<file path="config.mk">
export PLATFORM = sky130hd
export DESIGN_NAME = ksu_isqrt
export DESIGN_NICKNAME = d
export VERILOG_FILES = /design/src/knn_euclidean_search_unit_macros.svh /design/src/ksu_pkg.sv /design/src/ksu_isqrt.sv
export SDC_FILE = /design/constraint.sdc
export NUM_CORES = 1
export LEC_CHECK = 0
export ABC_CLOCK_PERIOD_IN_PS = 9600
export BUFFER_PORTS_ARGS = -buffer_cell sky130_fd_sc_hd__buf_2
export CAP_MARGIN = 10
export CELL_PAD_IN_SITES_DETAIL_PLACEMENT = 2
export CELL_PAD_IN_SITES_GLOBAL_PLACEMENT = 2
export CORE_MARGIN = 1.5
export CORE_UTILIZATION = 42
export CTS_CLUSTER_DIAMETER = 40
export DETAILED_ROUTE_END_ITERATION = 12
export GPL_ROUTABILITY_DRIVEN = 0
export PLACE_DENSITY_LB_ADDON = 0.15
export SLEW_MARGIN = 5
export SYNTH_ARGS = -nofsm -noshare
export SYNTH_HDL_FRONTEND = slang
export SYNTH_SLANG_ARGS = --single-unit
</file>
<file path="constraint.sdc">
create_clock -name clk -period 9.6 [get_ports clk]
set_input_delay 1.44 -clock clk [delete_from_list [all_inputs] [get_ports clk]]
set_output_delay 1.44 -clock clk [all_outputs]
set_load 0.005 [all_outputs]
</file>
<file path="src/knn_euclidean_search_unit_macros.svh">
// Assertion macros for the nearest-neighbor search unit.
`ifndef KNN_EUCLIDEAN_SEARCH_UNIT_MACROS_SVH
`define KNN_EUCLIDEAN_SEARCH_UNIT_MACROS_SVH

// Same-cycle implication.
`define KSU_ASSERT_IMP(label, clk, rst, ante, cons, msg) \
  label: assert property (@(posedge clk) disable iff (rst) (ante) |-> (cons)) else $error(msg);

// Next-cycle implication.
`define KSU_ASSERT_NXT(label, clk, rst, ante, cons, msg) \
  label: assert property (@(posedge clk) disable iff (rst) (ante) |=> (cons)) else $error(msg);

`endif

</file>
<file path="src/ksu_pkg.sv">
// Package: shared constants, codes and types of the search unit.
package ksu_pkg;

  localparam int DEF_MAX_VECTORS   = 256;
  localparam int DEF_MAX_LENGTH    = 64;
  localparam int DEF_MAX_NEIGHBORS = 16;

  localparam int ELEM_W = 16;
  localparam int DSQ_W  = 38;
  localparam int DIST_W = 19;
  localparam int SLOT_W = 8;
  localparam int CFG_W  = 9;
  localparam int CIDX_W = 2;

  localparam logic [1:0] KIND_STORE = 2'd0;
  localparam logic [1:0] KIND_QUERY = 2'd1;
  localparam logic [1:0] KIND_CLEAR = 2'd2;

  localparam logic [CIDX_W-1:0] CFG_VECTOR_LENGTH    = 2'd0;
  localparam logic [CIDX_W-1:0] CFG_STORE_LIMIT      = 2'd1;
  localparam logic [CIDX_W-1:0] CFG_NEIGHBORS_WANTED = 2'd2;

  typedef enum logic [2:0] {
    OC_STORED   = 3'd0,
    OC_REJECTED = 3'd1,
    OC_NEIGHBOR = 3'd2,
    OC_EMPTY    = 3'd3,
    OC_CLEARED  = 3'd4
  } outcome_t;

  typedef enum logic [2:0] {
    ST_IDLE,
    ST_SCAN,
    ST_DRAIN,
    ST_SQRT,
    ST_ROOT,
    ST_OUT
  } state_t;

  typedef struct packed {
    logic flush;
    logic shift;
  } cell_ctrl_t;

endpackage

</file>
<file path="src/ksu_isqrt.sv">
// Floor square root, two radicand bits per cycle.
module ksu_isqrt import ksu_pkg::*; #(
  parameter int IN_W = 39
) (
  input  logic              clk,
  input  logic              rst,
  input  logic              start,
  input  logic [IN_W-1:0]   value,
  output logic              busy,
  output logic [(IN_W+1)/2-1:0] root
);

  localparam int RW    = (IN_W + 1) / 2;
  localparam int STP_W = $clog2(RW + 1);

  logic [2*RW-1:0]  x;
  logic [RW+1:0]    rem;
  logic [STP_W-1:0] steps;
  logic [RW+2:0]    rem2;
  logic [RW+2:0]    trial;
  logic [RW+2:0]    diff;

  assign rem2  = {rem[RW:0], x[2*RW-1 -: 2]};
  assign trial = {1'b0, root, 2'b01};
  assign diff  = rem2 - trial;

  always_ff @(posedge clk) begin
    if (rst) begin
      busy <= 1'b0;
    end else if (start) begin
      busy  <= 1'b1;
      x     <= (2*RW)'(value);
      rem   <= '0;
      root  <= '0;
      steps <= STP_W'(RW);
    end else if (busy) begin
      x <= {x[2*RW-3:0], 2'b00};
      if (rem2 >= trial) begin
        rem  <= diff[RW+1:0];
        root <= {root[RW-2:0], 1'b1};
      end else begin
        rem  <= rem2[RW+1:0];
        root <= {root[RW-2:0], 1'b0};
      end
      steps <= steps - 1'b1;
      if (steps == STP_W'(1)) begin
        busy <= 1'b0;
      end
    end
  end

endmodule

</file>
==> Word level (Yosys, flattened, before mapping) <==
Cells that the tools add are included.
{ "classes": {"add_sub_neg": 2, "magnitude_cmp": 1, "muxes": 10, "bitwise": 1, "eq_ne": 1, "reduce_logical": 2} }
{ "ops": {"columns": ["cell", "n"], "rows": [
  ["$mux W21", 2],
  ["$mux W40", 1],
  ["$mux W39", 1],
  ["$ge A23 B22 Y1", 1],
  ["$sub A21 B21 Y21", 1],
  ["$mux W20", 1],
  ["$eq A5 B1 Y1 const B", 1],
  ["$mux W5", 1],
  ["$sub A5 B1 Y5 const B", 1],
  ["$mux W1", 4],
  ["$reduce_and A2 Y1", 1],
  ["$reduce_bool A2 Y1", 1],
  ["$not A1 Y1", 1]
]} }
{ "totals": {"register_bits": 87, "out_inout_bits": 21, "inputBits": 42} }

==> Logic depth before layout (Yosys ltp) <==
{ "logic_depth": {"depth_word": 4, "mapped_depth": 12, "depth_no_buf": 9} }

==> Worst setup path before layout <==
Ideal clock, no wire load.
{ "synth_timing": {"kind": "input -> register", "start": "input port start", "end": "register rem[0], enable pin", "path_stages": 4, "path_buffers": 2, "setup_time_ns": 0.531, "arrival_ns": 5.608, "setup_slack_ns": 3.461, "cell_sequence": "clkbuf_1 > clkbuf_1 > nor2_1 > nor2_1"} }
{ "synth_via": {"elab_chain_cells": 2} }
{ "synth_lines": {"columns": ["item", "line", "text"], "rows": [
  ["from (decl)", "ksu_isqrt.sv:7", "input logic start,"],
  ["$reduce_bool A2 Y1 (no line)", null, null],
  ["$reduce_and A2 Y1 (no line)", null, null],
  ["to (signal assigned)", "ksu_isqrt.sv:39", "rem <= diff[RW+1:0];"],
  ["to (signal assigned)", "ksu_isqrt.sv:42", "rem <= rem2[RW+1:0];"],
  ["to (decl)", "ksu_isqrt.sv:17", "logic [RW+1:0] rem;"]
]} }
No other way between the ends.
A chain may end at the register's enable or synchronous reset.

==> Final worst setup path <==
{ "layout_timing": {"start": "input port start", "end": "register rem[20], enable pin"} }
The elaborated chain is that of the path after synthesis.

==> run summary <==
Crit share post-route - 36.85%
Chip width - 110.8 um
Setup crit end kind - register
Worst clock skew - 7.544 ps
Die footprint - 0.01228 sq mm
CP arrival - 3510 ps
Yosys warning count - 0
Initial antenna violation count - 0
WL/cell - 19.75 um
Highest net fanout along the worst path - 59
Drt pass-1 iters - 4
R2R setup slack - 6300 ps
Total core area - 0.01137 sq mm
Min-delay src - x[4]
R2r startpoint - rem[10]
Async S/R FF share, synth - 0%
CTS resizes - 0
Slew Viols, Final - 0
Nets - 532
Vias per std cell - 5.528
RSZ-0062 raised after global routing - no
First-pass GRT wire length - 19.98 mm
Crit Path Class - input port to register
Final setup violation count - 0
Vias - 3394
Mapped Area - 0.004883 sq mm
Hold Crit Class - register to register
Iteration-0 DRC count of the detailed router - 140
Power share of the sequential group - 43.7%
Clk_lat worst skew - 340 ps
Xor and xnor area share after synthesis - 2.870%
Crit start category - input port
CTS Buf Count - 9
Max Root-Sink Buffers - 2
Simple-gate area share of the yosys netlist - 10.61%
Slew @ Worst Pin - 840.4 ps
Worst Hold End - x[6]
HPWL after DPL - 8.544 mm
Sw frac - 29.07%
Core Util, Final - 49.20%
I/O Buffers - 62
Clock share of power - 33.3%
Setup_tns - 0 ps
Synth cell types - 57
Pwr Density - 192.6 mW/mm^2
Seq/Total Area, Yosys - 53.29%
Syn_nets - 476
Post-layout min period - 3537 ps
Number of remaining DRC errors - 0
Final wirelength - 12.13 mm
Post-synthesis adder-cell area fraction - 6.149%
Number of global-route vias before repair - 3818
Syn Area/Cell - 11.91 sq um
Largest family of logic cells by synthesized area - multiplexers
Hold depth - 1
Combinational fraction of design power - 23.0%
Final Hold Fails - 0
H-Tree Depth - 3
Largest net degree at the start of global routing - 67
Clock sinks - 87
Yosys top cell by area - edfxtp_1
CTS tree - yes
Post-synthesis mux area share - 11.50%
Antenna viol nets, final - 0
Most used flip-flop cell after synthesis - edfxtp_1
Commonest non-fill, non-tap cell in the layout - edfxtp_1
Synth Instances - 410
Initial Util - 42.95%
Row count - 39
Total power - 1.077 mW
Synth top area share - 52.88%
CP required - 9580 ps
Status - finished clean
Hold Buf Count CTS - 0
Antenna Cells - 0
# Max-Cap Violations - 0
Psw - 0.3132 mW
Die Span Y - 110.8 um
Area Overhead vs Synth - 14.55%
Lkg Pwr - 2.259 nW
Number of synthesized flops with an enable pin - 86
Cells on worst reg2reg path - 9
Peak VDD IR - 96.54 uV
Internal Power - 0.7642 mW
Ranking of synthesized cells by area - edfxtp_1 (53%), mux2_2 (8.5%), ha_1 (6.1%)
CTS root buf - clkbuf_16
Ratio of cells with drive above 1 in the final layout - 26.96%
Global route overflow - 0
Number of I/O pins - 63
Clk pin slew, worst setup/hold paths - 70 ps
Synth Area in Compound Gates - 10.94%
Commonest cells after routing, fill and taps aside - edfxtp_1 (86), buf_2 (62), nor2_1 (53)
Slew HR - 43.84%
Fmax - 0.2827 GHz
RR Endpoint - rem[2]
Post CTS Setup Buffer Count - 0
GRT Util Overall - 20.86%
Flops & latches, synth - 87
[cells in the mapped netlist, types with 2 or more instances]
master    number
inv_1         32
nand4_1        5
mux2i_1       13
nor3_1         3
nor2_1        54
a221oi_1       2
nand2_1        9
nor2b_1        3
a21oi_1       20
nor2_2         2
o21ai_1        2
and2_1         2
o211ai_1       4
mux2_2        37
xnor2_1       12
a211oi_1       2
edfxtp_1      86
a211oi_2       2
xor2_1         4
o21ai_0       13
a21o_1         8
o21a_1         4
buf_6          3
o31a_1         2
and3_1         3
clkbuf_2       2
nor3b_1        3
buf_2          5
and4b_1        2
ha_1          24
nor4b_1        2
nand3_1        5
o21bai_1       3
nand2b_1       3
clkbuf_1       9
nand3b_1       4
[layer usage]
layer  vias up  track usage [%]  wire length, um
li1       1619                -                -
met1      1714            23.96             4939
met2        50            39.09             6671
met3        11            3.554              360
met4         0            6.923              153
met5         -                0                0
[cells by family (layout without fill, tap and decap cells)]
family	count (synthesis)	after routing
simple gates	105	105
flops	87	87
compound gates	75	75
buf+inv	52	113
mux	51	51
fa+ha+maj	24	24
xor+xnor	16	16
[area by class of cell]
type                    instances  area, sq um
clock inverters                 6        68.82
multi-input cells             271         2062
well taps                     143        178.9
repair buffers                 65        332.8
clock buffers                  10        229.0
fillers                      1142         5776
inverters                      32        120.1
flip-flops and latches         87         2603
[registers in the layout, summed over array words and instances, names as in the netlist]
name / flops
busy: 1
rem: 21
root: 20
steps: 5
x: 40
[critical path: stages]
cell,delay (ps)
buf_2,420
nor2_1,190
nor2_4,670
buf_4,750
[through the flow]
stage | instance area (sq um) | worst slack [ps] | hold WS, ps | cells
final | 5594 | 6063 | 550.3 | 614
after global routing | 5594 | 5847 | 574.4 | 614
after CTS | 5594 | 6016 | 554.7 | 614
after detailed placement | 5296 | 5675 | 537.4 | 598
after global placement | 5296 | 5751 | 527.9 | 598
after floorplan | 4883 | 3461 | 509.1 | 410
[worst max path at each step]
stage | startpoint | cells after the start | to | slack [ps]
finish | start | 4 | rem[20] | 6060
global route | start | 4 | rem[0] | 5850
CTS | start | 4 | root[19] | 6020
detailed placement | start | 4 | root[19] | 5680
global placement | start | 4 | rem[18] | 5750
floorplan | start | 4 | rem[0] | 3460
[power groups by stage]
stage | logic [mW] | clock network [mW] | registers (mW)
2_1_floorplan | 0.184 | 0 | 0.477
3_3_place_gp | 0.231 | 0 | 0.477
3_5_place_dp | 0.245 | 0 | 0.479
4_1_cts | 0.250 | 0.367 | 0.472
5_1_grt | 0.275 | 0.380 | 0.474
6_report | 0.247 | 0.359 | 0.471
No activity file was read; power rests on OpenSTA's default activity.
