**src/knn_euclidean_search_unit_macros.svh**
```systemverilog
// Assertion macros for the nearest-neighbor search unit.
`ifndef KNN_EUCLIDEAN_SEARCH_UNIT_MACROS_SVH
`define KNN_EUCLIDEAN_SEARCH_UNIT_MACROS_SVH

// Same-cycle implication.
`define KSU_ASSERT_IMP(label, clk, rst, ante, cons, msg) \
  label: assert property (@(posedge clk) disable iff (rst) (ante) |-> (cons)) else $error(msg);

// Next-cycle implication.
`define KSU_ASSERT_NXT(label, clk, rst, ante, cons, msg) \
  label: assert property (@(posedge clk) disable iff (rst) (ante) |=> (cons)) else $error(msg);

`endif

```
**src/ksu_pkg.sv**
```systemverilog
// Package: shared constants, codes and types of the search unit.
package ksu_pkg;

  localparam int DEF_MAX_VECTORS   = 256;
  localparam int DEF_MAX_LENGTH    = 64;
  localparam int DEF_MAX_NEIGHBORS = 16;

  localparam int ELEM_W = 16;
  localparam int DSQ_W  = 38;
  localparam int DIST_W = 19;
  localparam int SLOT_W = 8;
  localparam int CFG_W  = 9;
  localparam int CIDX_W = 2;

  localparam logic [1:0] KIND_STORE = 2'd0;
  localparam logic [1:0] KIND_QUERY = 2'd1;
  localparam logic [1:0] KIND_CLEAR = 2'd2;

  localparam logic [CIDX_W-1:0] CFG_VECTOR_LENGTH    = 2'd0;
  localparam logic [CIDX_W-1:0] CFG_STORE_LIMIT      = 2'd1;
  localparam logic [CIDX_W-1:0] CFG_NEIGHBORS_WANTED = 2'd2;

  typedef enum logic [2:0] {
    OC_STORED   = 3'd0,
    OC_REJECTED = 3'd1,
    OC_NEIGHBOR = 3'd2,
    OC_EMPTY    = 3'd3,
    OC_CLEARED  = 3'd4
  } outcome_t;

  typedef enum logic [2:0] {
    ST_IDLE,
    ST_SCAN,
    ST_DRAIN,
    ST_SQRT,
    ST_ROOT,
    ST_OUT
  } state_t;

  typedef struct packed {
    logic flush;
    logic shift;
  } cell_ctrl_t;

endpackage

```
**src/ksu_cell.sv**
```systemverilog
// Sorting cell: holds one ranked candidate, passes the loser to its neighbor.
module ksu_cell import ksu_pkg::*; #(
  parameter int SUM_W   = 39,
  parameter int SLOT_IW = 8
) (
  input  logic               clk,
  input  logic               rst,
  input  cell_ctrl_t         ctrl,
  input  logic               en,
  input  logic               in_v,
  input  logic [SUM_W-1:0]   in_d,
  input  logic [SLOT_IW-1:0] in_s,
  input  logic               next_v,
  input  logic [SUM_W-1:0]   next_d,
  input  logic [SLOT_IW-1:0] next_s,
  output logic               pass_v,
  output logic [SUM_W-1:0]   pass_d,
  output logic [SLOT_IW-1:0] pass_s,
  output logic               held_v,
  output logic [SUM_W-1:0]   held_d,
  output logic [SLOT_IW-1:0] held_s
);

  always_ff @(posedge clk) begin
    if (rst || ctrl.flush) begin
      held_v <= 1'b0;
      pass_v <= 1'b0;
    end else if (ctrl.shift) begin
      held_v <= next_v;
      held_d <= next_d;
      held_s <= next_s;
      pass_v <= 1'b0;
    end else if (in_v && en) begin
      if (!held_v) begin
        held_v <= 1'b1;
        held_d <= in_d;
        held_s <= in_s;
        pass_v <= 1'b0;
      end else if (in_d < held_d || (in_d == held_d && in_s < held_s)) begin
        // equal distances rank by slot
        held_d <= in_d;
        held_s <= in_s;
        pass_v <= 1'b1;
        pass_d <= held_d;
        pass_s <= held_s;
      end else begin
        pass_v <= 1'b1;
        pass_d <= in_d;
        pass_s <= in_s;
      end
    end else begin
      pass_v <= 1'b0;
    end
  end

endmodule

```
**config.mk**
```make
export PLATFORM = sky130hd
export DESIGN_NAME = ksu_cell
export DESIGN_NICKNAME = d
export VERILOG_FILES = /design/src/knn_euclidean_search_unit_macros.svh /design/src/ksu_pkg.sv /design/src/ksu_cell.sv
export SDC_FILE = /design/constraint.sdc
export NUM_CORES = 1
export LEC_CHECK = 0
export ABC_AREA = 1
export BUFFER_PORTS_ARGS = -buffer_cell sky130_fd_sc_hd__buf_2
export CORE_ASPECT_RATIO = 0.75
export CORE_MARGIN = 2
export CORE_UTILIZATION = 47
export CTS_BUF_LIST = sky130_fd_sc_hd__clkbuf_8
export DETAILED_ROUTE_END_ITERATION = 8
export GPL_ROUTABILITY_DRIVEN = 0
export PLACE_DENSITY = 0.79
export SLEW_MARGIN = 20
export SYNTH_ARGS = -nofsm -noshare
export SYNTH_HDL_FRONTEND = slang
export SYNTH_SLANG_ARGS = --single-unit
```
**constraint.sdc**
```tcl
create_clock -name clk -period 5.07 [get_ports clk]
set_clock_uncertainty 0.2 [all_clocks]
set_input_delay 0.7605 -clock clk [delete_from_list [all_inputs] [get_ports clk]]
set_output_delay 0.7605 -clock clk [all_outputs]
set_load 0.01 [all_outputs]
```
# Yosys cells after proc, flatten, opt, wreduce, memory -nomap -nowiden
# Index checks and enable logic that the tools add are counted.
# word_totals
register_bits,96
ram_bits,0
elab_cells,34
inputBits,101
mem_count,0
latch_bits,0
output_inout_bits,96
mem_bits_ro,0
# classes
addsub,0
multipliers,0
n_bitwise,3
reduce_logical,8
mux,13
eq_ne,2
n_shift,0
div,0
n_lt_le_gt_ge,2
# ops
op,count
39-bit 2-to-1 mux,5
8-bit 2-to-1 mux,5
39-bit equality test,1
39-bit < comparator,1
8-bit < comparator,1
4-bit AND reduction,1
1-bit 2-to-1 mux,3
"3-bit by 2-bit != test with 1-bit output, second input constant",1
1-bit inverter,3
3-bit AND reduction,1
3-bit OR reduction,1
1-bit logical AND,2
1-bit logical OR,2
2-bit nonzero test,1

# Depth between registers and ports, before layout
# Gate-level depths: netlist of run 1.
# depth
depth_word,7
depth_mapped,17
ltp_nobuf,15

# Worst setup path before layout of run 1
# OpenSTA, ideal clock, no wires.
# synth_timing
path_type,in2reg
startpoint,input port ctrl[0] (netlist name)
endpoint,register pass_d[0] (enable)
arrival_ns,4.199
stages,3
path_buffers,0
slack_ns,0.161
path_cell_list,inv_1 -> nand2_1 -> nor3_1
# synth_via
elab_chain_len,2
# synth_rtl
item,line_no,rtl
"start, declared",ksu_cell.sv:8,"input cell_ctrl_t ctrl,"
1-bit inverter (no line),--,
4-bit AND reduction (no line),--,
"end signal, assigned",ksu_cell.sv:44,pass_d <= held_d;
"end signal, assigned",ksu_cell.sv:48,pass_d <= in_d;
"end, declared",ksu_cell.sv:17,"output logic [SUM_W-1:0] pass_d,"
# Every way passes these cells.
# A chain may end at the register's enable or synchronous reset.

# Worst setup path after layout of run 1
# layout_timing
startpoint,input port in_s[7]
endpoint,"register pass_d[18], data pin"
# layout_via
elab_chain_len,4
# layout_rtl
item,line_no,rtl
"start, declared",ksu_cell.sv:12,"input logic [SLOT_IW-1:0] in_s,"
8-bit < comparator,ksu_cell.sv:39,end else if (in_d < held_d || (in_d == held_d && in_s < held_s)) begin
1-bit logical AND,ksu_cell.sv:39,
1-bit logical OR,ksu_cell.sv:39,
39-bit 2-to-1 mux,ksu_cell.sv:39,
# Every way passes these cells.

==> results of run 1 <==
## cell families after synthesis
family | count (synthesis) | share of synthesized area (%)
and+or+nand+nor | 385 | 28.0
DFF | 96 | 51.9
buffers and inverters | 94 | 7.49
adders and majority gates | 46 | 10.4
AOI/OAI and AO/OA | 22 | 2.13
## cells in the final DEF, fill, tap and decap left out, types with 4 or more instances in the layout
cell type	instances
a21oi_1	15
buf_2	196
buf_4	7
clkbuf_8	12
edfxtp_1	94
ha_1	46
inv_1	67
nand2_1	303
nand3_1	54
nor2_1	17
o21ai_0	4
## layout make-up
cell class | instances | area (sq um)
clock buffer | 12 | 165
timing repair buffer | 203 | 1030
fill | 1039 | 4690
clock inverter | 4 | 75.1
sequential | 96 | 2860
inverter | 69 | 259
tap | 162 | 203
multi-input combinational | 453 | 2240
## state kept, by name (all words and copies together), names as in the netlist
signal and count:
held_v 1, held_s 8, held_d 39, pass_s 8, pass_v 1, pass_d 39
## report_power, final
part / switching [uW] / leakage, uW / internal, uW / total (uW)
combinational: 170 / 0.00260 / 106 / 276
sequential: 11.7 / 0.000877 / 900 / 912
clock: 273 / 0.000115 / 319 / 592
total: 455 / 0.00359 / 1320 / 1780
## path summary, 6_finish.rpt
path | startpoint | to | slack (ns)
setup / recovery | in_s[7] | pass_d[18]$_DFFE_PP_ | 1.70
hold / removal | held_v$_SDFFE_PP0N_ | pass_v$_SDFF_PP0_ | 0.36
setup reg to reg | held_s[7]$_DFFE_PP_ | pass_d[18]$_DFFE_PP_ | 1.78
hold reg to reg | held_v$_SDFFE_PP0N_ | pass_v$_SDFF_PP0_ | 0.36
## through the flow
step | instance area (sq um) | std cells
4_1_cts | 6840 | 999
6_report | 6840 | 999
3_3_place_gp | 6600 | 983
3_5_place_dp | 6600 | 983
2_1_floorplan | 5510 | 643
5_1_grt | 6840 | 999
## tightest hold or removal path, delay by kind of cell (launching register included)
family	cells	cell delay [ns]
flip-flops	1	0.32
AND/OR/NAND/NOR	2	0.20
## routing by layer
layer | track usage (%) | wire [um] | part of all wire (%)
met3 | 6.19 | 1180 | 8.5
met2 | 36.6 | 6370 | 46
met5 | 0 | 0 | 0
met4 | 5.60 | 167 | 1.2
met1 | 30.7 | 6220 | 45
==> flow_metrics.tcl, run 1 <==
set metrics [dict create \
    fin_nets 979 \
    drive_above_1_share_pct 27.2 \
    clk_latency_ns 0.36 \
    slew_violations 0 \
    grt_max_degree 50 \
    synth_area_leaders "edfxtp_1 51%, nand2_1 21%, ha_1 10%, nand3_1 4.9%, inv_1 4.7%" \
    yosysSeqAreaShare_pct 51.9 \
    synthArstFlopShare_pct 0 \
    synthTopCellsByCount "304 x nand2_1, 94 x edfxtp_1, 69 x inv_1" \
    netlist_instances 643 \
    detail_route.wl_per_cell_um 14.0 \
    cp_data_arrival_time_ns 3.40 \
    end_kind "flop" \
    synth_edf_count 94 \
    synth_top_area_share_pct 51.2 \
    cts_setup_buffers 0 \
    worst_pin_slew_ns 0.946 \
    cts_sinks 96 \
    ys_seq_elements 96 \
    max_clock_freq_mhz 297 \
    p_leak_uw 0.00359 \
    post_cts_resized 0 \
    antenna_found_initial 0 \
    firstDrtPassIters 6 \
    timing.final.ws_setup_ns 1.70 \
    crit_top_cell "nand2_1" \
    syn_area_sq_mm 0.00551 \
    n_antenna_cell 0 \
    fin_crit_sh_pct 66.5 \
    wirelength_mm 13.9 \
    finalHoldViolCount 0 \
    whs_ns 0.361 \
    rows 34 \
    hp-class "reg -> reg" \
    yosysMostFrequentCell "nand2_1" \
    critPathMaxFanout 47 \
    dieArea_sq_mm 0.0126 \
    grt_pass1_wl_mm 22.4 \
    rr_worst_depth 12 \
    synth_ff_type "edfxtp_1" \
    syn_to_final_growth_pct 24.1 \
    cts_made_buffers 9 \
    maxCapViolations 0 \
    dp_slack_ns 1.33 \
    slowest_stage "nand2_2" \
    drt_iter0_drc 286 \
    start_kind "primary input" \
    post-route-util_pct 59.3 \
    cts_tree "yes" \
    critical_path.cell_chain "buf_2, ha_1, nand2_1, nand3_1, nor3_1, nand3_1, nor2_1, nand3_2, buf_4, nand2_2, nand2_1, nand2_1" \
    fin_crit_ns 3.37 \
    setup_viol 0 \
    syn-num-nets 790 \
    synthDistinctLibCells 22 \
    required_ns 5.10 \
    min_path_cells 2 \
    grt_use_total_pct 22.7 \
    rsz0062_at_grt "false" \
    power_uw 1780 \
    die_y_um 97.8 \
    path_class "in -> reg" \
    critPathTopFamily "simple AND/OR/NAND/NOR gates" \
    avgSynthCellArea_sq_um 8.57 \
    path_depth 12 \
    ios 197 \
    fin_setup_tns_ns 0 \
    clk_pin_slew_ns 0.09 \
    cts_root_buf "clkbuf_8" \
    hold_buffers 0 \
    start_util_pct 47.8 \
    max_stage_delay_ns 0.72 \
    max_slew_margin_pct 36.7 \
    grt_overflow 0 \
    die_w_um 129 \
    yosysTopAreaCell "edfxtp_1" \
    viasPerCell 4.89 \
    port_buffers 196 \
    hpwl_mm 10.1 \
    powerDensity_mw_per_mm2 260 \
    grt_pass1_vias 4528 \
    outcome "completed" \
    vias 4881 \
    path_buf_inv 2 \
    cts_max_level 3 \
    coreArea_sq_mm 0.0115 \
    vdd_drop_max_v 0.000174 \
    yosys_warnings 0 \
    cts_buffer_depth 2 \
    postRouteAntennaNets 0 \
    route.detailed.drc 0 \
]
(Power assumes the default switching activity.)
==> run 2, diff against run 1 <==
Settings changed: ABC_AREA 1 to 0, CORE_UTILIZATION 47 to 46, PLACE_DENSITY 0.79 to 0.78.
Clock period 5.07 ns to 2.7 ns, I/O delays scaled along.
==> flow_metrics.tcl, run 2 <==
set metrics [dict create \
    postRouteAntennaNets 0 \
    grt_use_total_pct 23.3 \
    finalHoldViolCount 0 \
    synthArstFlopShare_pct 0 \
    timing.final.ws_setup_ns -0.420 \
    cts_made_buffers 9 \
    cp_data_arrival_time_ns 3.01 \
    wirelength_mm 15.8 \
    crit_top_cell "buf_4" \
    synth_area_leaders "edfxtp_1 53%, mux2_2 16%, ha_1 11%, mux2_4 5.7%, inv_1 3.4%" \
    cts_buffer_depth 2 \
    syn_to_final_growth_pct 51.7 \
    synth_top_area_share_pct 53.3 \
    fin_crit_ns 3.12 \
    detail_route.wl_per_cell_um 19.1 \
    clk_pin_slew_ns 0.10 \
    port_buffers 196 \
    route.detailed.drc 0 \
    critPathMaxFanout 9 \
    vdd_drop_max_v 0.000276 \
    synth_ff_type "edfxtp_1" \
    max_slew_margin_pct 74.7 \
    p_leak_uw 0.00365 \
    hpwl_mm 10.4 \
    synth_edf_count 94 \
    critical_path.cell_chain "inv_1, ha_1, nand4_1, buf_4, nor4_4, buf_4, o2111ai_4, a21oi_2, a31oi_4, a2111oi_4, buf_4, bufbuf_16" \
    synthTopCellsByCount "94 x edfxtp_1, 73 x mux2_2, 48 x inv_1" \
    post-route-util_pct 72.6 \
    grt_pass1_vias 4576 \
    ys_seq_elements 96 \
    start_kind "flop" \
    required_ns 2.59 \
    path_class "reg -> reg" \
    die_y_um 96.9 \
    whs_ns 0.134 \
    cts_tree "yes" \
    cts_root_buf "clkbuf_8" \
    viasPerCell 5.24 \
    yosysSeqAreaShare_pct 54.0 \
    path_buf_inv 5 \
    regArea_sq_mm 0.00286 \
    r2r_slack_ns -0.42 \
    antenna_found_initial 0 \
    multiInputGateArea_sq_mm 0.00260 \
    setup_viol 94 \
    ios 197 \
    end_kind "flop" \
    firstDrtPassIters 4 \
    slew_violations 0 \
    worst_pin_slew_ns 0.376 \
    synthDistinctLibCells 33 \
    drive_above_1_share_pct 66.8 \
    cts_sinks 96 \
    die_w_um 128 \
    dieArea_sq_mm 0.0124 \
    netlist_instances 372 \
    reg_top3 "held_d: 39 flops, pass_d: 39 flops" \
    cts_max_level 3 \
    grt_pass1_wl_mm 22.5 \
    maxCapViolations 0 \
    n_antenna_cell 0 \
    avgSynthCellArea_sq_um 14.2 \
    slowest_stage "edfxtp_1" \
    clk_latency_ns 0.37 \
    fillers 752 \
    max_clock_freq_mhz 321 \
    powerDensity_mw_per_mm2 416 \
    fin_nets 832 \
    rsz0062_at_grt "true" \
    yosysTopAreaCell "edfxtp_1" \
    yosys_warnings 0 \
    syn_area_sq_mm 0.00530 \
    vias 4349 \
    final_common_cell "buf_2" \
    drt_iter0_drc 207 \
    start_util_pct 47.9 \
    coreArea_sq_mm 0.0111 \
    grt_overflow 0 \
    hp-class "in -> reg" \
    max_stage_delay_ns 0.39 \
    yosysMostFrequentCell "edfxtp_1" \
    critPathTopFamily "buffers and inverters" \
    syn-num-nets 519 \
    failed_checks "setup timing" \
    grt_max_degree 37 \
    rows 33 \
    fin_crit_sh_pct 116 \
    final_cell_mix "196 x buf_2, 99 x buf_4, 94 x edfxtp_1" \
    outcome "complete, but fails checks" \
]
run 2: changes by cell type in the layout (fill, tap and decap cells not counted), sizes merged, moves of 5 or more:
cell,previous run,this run
inv,69,52
buf,203,309
nor2,19,6
mux2,0,93
a21o,2,7
nand3,55,6
nand4,0,10
nand2,305,4
run 2: final timing paths:
kind	from	endpoint	depth (start not counted)
setup / recovery	held_d[31]$_DFFE_PP_	held_d[7]$_DFFE_PP_	12
hold / removal	next_s[6]	held_s[6]$_DFFE_PP_	2
setup reg to reg	held_d[31]$_DFFE_PP_	held_d[7]$_DFFE_PP_	12
hold reg to reg	held_v$_SDFFE_PP0N_	held_v$_SDFFE_PP0N_	2
run 2: timing repair:
item                       4_1_cts  5_1_grt
resized for setup               30       39
hold buffers                     0        0
setup buffers                   13       21
pin swaps                        0       16
setup endpoints to repair       94       94
cloned                           4        5
run 2: metal layers:
layer / GRT usage [%] / up-vias / share of wire (%)
met5: 0 / - / 0
met4: 7.02 / 0 / 1.6
met3: 6.25 / 24 / 8.6
met2: 40.4 / 206 / 50
met1: 28.2 / 2077 / 39
li1: - / 2042 / -
run 2: area by class of cell:
class | count | area share, %
Multi-Input combinational cell | 217 | 32.4
Inverter | 48 | 2.24
Clock inverter | 6 | 0.311
Tap cell | 140 | 2.18
Timing Repair Buffer | 313 | 25.6
Clock buffer | 10 | 1.71
Sequential cell | 96 | 35.6
run 2: per-stage QoR:
stage / setup TNS (ns) / cell area [sq um] / total power [uW] / setup slack [ns] / instances
after floorplan: -67.56 / 5330 / 2080 / -1.42 / 372
after global placement: -44.13 / 7060 / 2330 / -0.513 / 776
after detailed placement: -49.07 / 7060 / 2350 / -0.576 / 776
after CTS: -25.97 / 7580 / 3240 / -0.363 / 809
after global routing: -41.28 / 8040 / 3460 / -0.528 / 830
final: -33.56 / 8040 / 3340 / -0.420 / 830
run 2: power breakdown:
| group | internal, uW | switching [uW] | leakage, uW |
|---|---|---|---|
| Combinational | 441 | 343 | 0.00268 |
| Sequential | 1690 | 17.5 | 0.000873 |
| Clock | 345 | 507 | 0.000101 |
| Total | 2470 | 867 | 0.00365 |
run 2: worst register-to-register path, cell delays in order (launching register included):
cell	delay [ns]
edfxtp_1	0.39
inv_1	0.07
ha_1	0.28
nand4_1	0.16
buf_4	0.20
nor4_4	0.13
buf_4	0.17
o2111ai_4	0.11
a21oi_2	0.18
a31oi_4	0.09
a2111oi_4	0.37
buf_4	0.20
bufbuf_16	0.28
run 2: cells by family (layout without fill, tap and decap cells):
| family | count (synthesis) | count (layout) | share of synthesized area (%) |
|---|---|---|---|
| AOI/OAI and AO/OA | 42 | 42 | 5.22 |
| adders and majority gates | 46 | 46 | 10.9 |
| buffers and inverters | 59 | 377 | 4.65 |
| DFF | 96 | 96 | 54.0 |
| muxes | 93 | 93 | 21.2 |
| and+or+nand+nor | 36 | 36 | 4.04 |
